===== config.mk =====
export PLATFORM = sky130hd
export DESIGN_NAME = gc_first_free
export DESIGN_NICKNAME = d
export VERILOG_FILES = /design/src/gc_pkg.sv /design/src/gc_first_free.sv
export SDC_FILE = /design/constraint.sdc
export NUM_CORES = 1
export LEC_CHECK = 0
export BUFFER_PORTS_ARGS = -buffer_cell sky130_fd_sc_hd__buf_2
export CELL_PAD_IN_SITES_DETAIL_PLACEMENT = 0
export CELL_PAD_IN_SITES_GLOBAL_PLACEMENT = 1
export CORE_AREA = 2 2 62 64
export DETAILED_ROUTE_END_ITERATION = 12
export DIE_AREA = 0 0 64 66
export GPL_TIMING_DRIVEN = 0
export PLACE_DENSITY_LB_ADDON = 0.3
export SLEW_MARGIN = 20
export SYNTH_ARGS = -nofsm -noshare
export SYNTH_HDL_FRONTEND = slang
export SYNTH_SLANG_ARGS = --single-unit

===== constraint.sdc =====
create_clock -name vclk -period 1.61
set_clock_uncertainty 0.15 [all_clocks]
set_input_delay 0.161 -clock vclk [all_inputs]
set_output_delay 0.161 -clock vclk [all_outputs]
set_load 0.01 [all_outputs]

===== src/gc_pkg.sv =====
// Shared constants for the greedy graph coloring block.
`default_nettype none

package gc_pkg;

  // Fixed field widths of the streaming ports
  localparam int unsigned VERTEX_W = 10;
  localparam int unsigned COLOR_W  = 6;

  // Default sizing of the color store and the used-color bitmap
  localparam int unsigned MAX_VERTICES_DEF = 1024;
  localparam int unsigned MAX_COLORS_DEF   = 64;

endpackage : gc_pkg

`default_nettype wire


===== src/gc_first_free.sv =====
// Priority encoder: lowest clear bit of the used-color bitmap.
`default_nettype none

module gc_first_free #(
  parameter int unsigned N = gc_pkg::MAX_COLORS_DEF,
  parameter int unsigned W = $clog2(gc_pkg::MAX_COLORS_DEF)
) (
  input  wire logic [N-1:0] used,
  output logic              found,
  output logic      [W-1:0] color
);

  always_comb begin
    found = 1'b0;
    color = '0;
    // scan downward so the lowest free index wins
    for (int k = N - 1; k >= 0; k--) begin
      if (!used[k]) begin
        found = 1'b1;
        color = W'(k);
      end
    end
  end

endmodule : gc_first_free

`default_nettype wire


# Yosys cells after proc, flatten, opt, wreduce, memory -nomap -nowiden
# Index checks and enable logic that the tools add are counted.
[word_totals] register_bits=0 in_bits=64 output_inout_bits=7 wordCells=128
[op_classes] n_mux=128
[ops] cell="$mux 6" n=64
[ops] cell="$mux 1" n=64

# Longest topological paths before layout
[logic_depth] ltp_word=64 ltp_mapped=5 depth_no_buf=5

# Least setup slack after synthesis
# Ideal clock, no wire load.
[synth_timing] path_kind="input -> output" from="input used[0]" to="output color[1]" arrival_time_ns=1.154 required_time_ns=1.299 slack_ns=0.145 stages=4 path_buffers=0 cell_sequence="nand4_2 or2_1 a311o_1 o41ai_2"
[synth_via] elab_chain_cells=1
[synth_rtl] item="start: declaration" line_no="gc_first_free.sv:8" rtl="input wire logic [N-1:0] used,"
[synth_rtl] item="$mux 6" line_no="gc_first_free.sv:18" rtl="if (!used[k]) begin"
[synth_rtl] item="end: declaration" line_no="gc_first_free.sv:10" rtl="output logic [W-1:0] color"
# Every way passes these cells.

# Worst setup path in the final report
[layout_timing] from="input used[63]" to="output color[1]"
[layout_via] elab_chain_cells=64
[layout_rtl] item="$mux 6 (64 in a row)" line_no="gc_first_free.sv:18"
# Every way passes these cells.

==> summary.txt <==
Global routing
  – GRT met1 Usage: 18.8%
  – Pin count of the biggest net entering global routing: 6
  – Initial antenna violation count: 0
  – GR Util met2: 26.6%
  – First-pass GRT wire length: slightly above 5 mm
  – Vias in the first global route: 1234
  – Met3 usage in global routing: 1.70%
  – Grt peak-use layer: met2
  – GRT Overall Usage: 14.4%
  – Remaining Overflow, GRT: 0

Finish
  – Filler cells: between 300 and 400
  – Ratio of cells with drive above 1 in the final layout: 43.4%
  – Register area: 0 um2
  – Cell area after layout: 1480 um2
  – Multi-input combinational cell area: 856 um2
  – CLK BUF: 0
  – Seq Cell Count: 0
  – Final net count: roughly 290
  – N_diodes: 0
  – Area Overhead vs Synth: 80.6%

Critical path
  – Startpoint Class: input port
  – Required @ worst endpoint: 1.30 ns
  – Crit Path Class: input port to output port
  – Crit path DAT: about 1.4 ns
  – Critical Path Fanout Max: 4
  – Crit. End Element: output port

Synth
  – Mapped Nets: 208
  – Top cells by count, synth: 23 x nand2_1, 13 x nand4_1, 12 x inv_1
  – Synth Cell Area: slightly above 800 um2
  – Synth top area share: 10.6%
  – Top cells by area, synth: nand2_1 11%, nand4_1 9.9%, a21oi_1 6.7%, o21ai_0 6.7%, nand3_1 6.1%
  – Synth Warn #: 0
  – Yosys top cell by area: nand2_1
  – Cell variety after synth: 33
  – Most frequent cell after synthesis: nand2_1
  – Sequential area share after synthesis: 0%
  – Syn Area/Cell: around 5.7 um2
  – Cells after synthesis: around 140

Die
  – Die ar.: roughly 4200 um2
  – Starting Density: a little under a quarter
  – CORE AREA: between 3000 and 4000 um2
  – Die X: 64 um
  – IO Count: 71
  – Die height: 66 um
  – Num rows: 22

Placement
  – Post-DP HPWL: roughly 2.8 mm
  – Place WS: -0.161 ns
  – IO buf count: between 70 and 80
  – Placed cell area: about 1200 um2
  – Placer congestion estimate: about 0.79

Drt
  – Drt total wl: 3.37 mm
  – DRC viols: 0
  – TritonRoute pass-1 iters: 4
  – DRT antenna net count: 0
  – Vias: 1409
  – Iteration-0 DRC Markers: between 50 and 60
  – Drt wl/cell: around 13 um
  – Drt via density: between 5 and 6

STA
  – Slew Limit Headroom: 75.4%
  – Max Clk Rate: ~600 MHz
  – Final Critical Period: approximately 1.7 ns
  – Part of the cycle the worst path needs: 106%
  – Final worst slack: -0.0932 ns
  – TNS Setup: -0.292 ns
  – Final Hold Vio Count: 0
  – RSZ-0062 raised after global routing: yes
  – Final Setup Violations: 5
  – Final-report max-slew violation count: 0
  – Measured slew at the worst slew-check pin: between 0.3 and 0.4 ns

Clocking
  – # hold bufs at CTS: 0

Pwr
  – Total power divided by cell area: about 180 nW/um2
  – VDD IR max: between 0.06 and 0.07 mV
  – P_leak: about 0.65 nW

Run status
  – Failing checks: setup timing
  – Status: finished, violations left

Worst hold path
  – Hold Crit Class: input port to output port

Job
  – Max-Cap Viols: 0
[path summary, 6_finish.rpt]
| check | start | to | slack [ns] | cells past startpoint |
|---|---|---|---|---|
| min | used[0] | color[1] | 0.59 | 4 |
| max | used[63] | color[1] | -0.09 | 7 |
[area by class of cell]
cell class	count	share of cell area, %
inverters	12	3.05
repair buffers	75	35.0
multi-input cells	132	57.9
well taps	48	4.06
[through the flow]
step | utilization (%) | hold WS [ns] | total power, mW | std cells
floorplan | - | 0.309 | 0.0754 | 144
global placement | 34.7 | 0.585 | 0.216 | 263
detailed placement | 34.7 | 0.596 | 0.216 | 263
CTS | 36.9 | 0.594 | 0.231 | 266
global route | 41.6 | 0.637 | 0.293 | 267
finish | 41.6 | 0.591 | 0.263 | 267
[layer usage]
metal,vias to the layer above,routed length [um]
met2,62,1620
met3,0,282
met5,-,0
li1,723,-
met1,624,1470
met4,0,0
[cells by family after synthesis]
logic type,Yosys count,synth area share [%]
AND/OR/NAND/NOR,81,52.1
buffers and inverters,12,5.50
AO/OA/AOI/OAI,51,42.4
[cell usage in the layout (no fill, tap or decap), drive strengths merged, types with 2 or more instances in the layout]
master	netlist	routed
a21boi	4	4
nor4	3	3
nand2	23	23
buf	0	75
a211oi	2	2
o31ai	2	2
nor2	7	7
nor3	6	6
and3	3	3
and4	3	3
a2111oi	2	2
inv	12	12
o41ai	2	2
o211ai	3	3
nand4	14	14
a311oi	2	2
a31oi	5	5
nand2b	4	4
nand3	10	10
nor2b	5	5
o21ai	11	11
a21oi	11	11
[power by group]
part / total [mW] / switching (mW) / internal, mW
clock network: 0 / 0 / 0
registers: 0 / 0 / 0
logic: 0.263 / 0.130 / 0.133
[worst max-delay path: stages]
cell and delay [ns]:
buf_6 0.10, nand2_2 0.06, a311oi_2 0.08, o31ai_1 0.28, a21oi_1 0.15, o41ai_2 0.37
buf_2 0.19
[timing repair]
item / in CTS / in global routing
pin swaps: 14 / 12
gates resized for setup: 21 / 39
setup buffers: 3 / 1
hold endpoints to repair: 0 / 0
endpoints found under the setup margin: 7 / 7
Note: power is estimated with default switching activity, not from simulation.
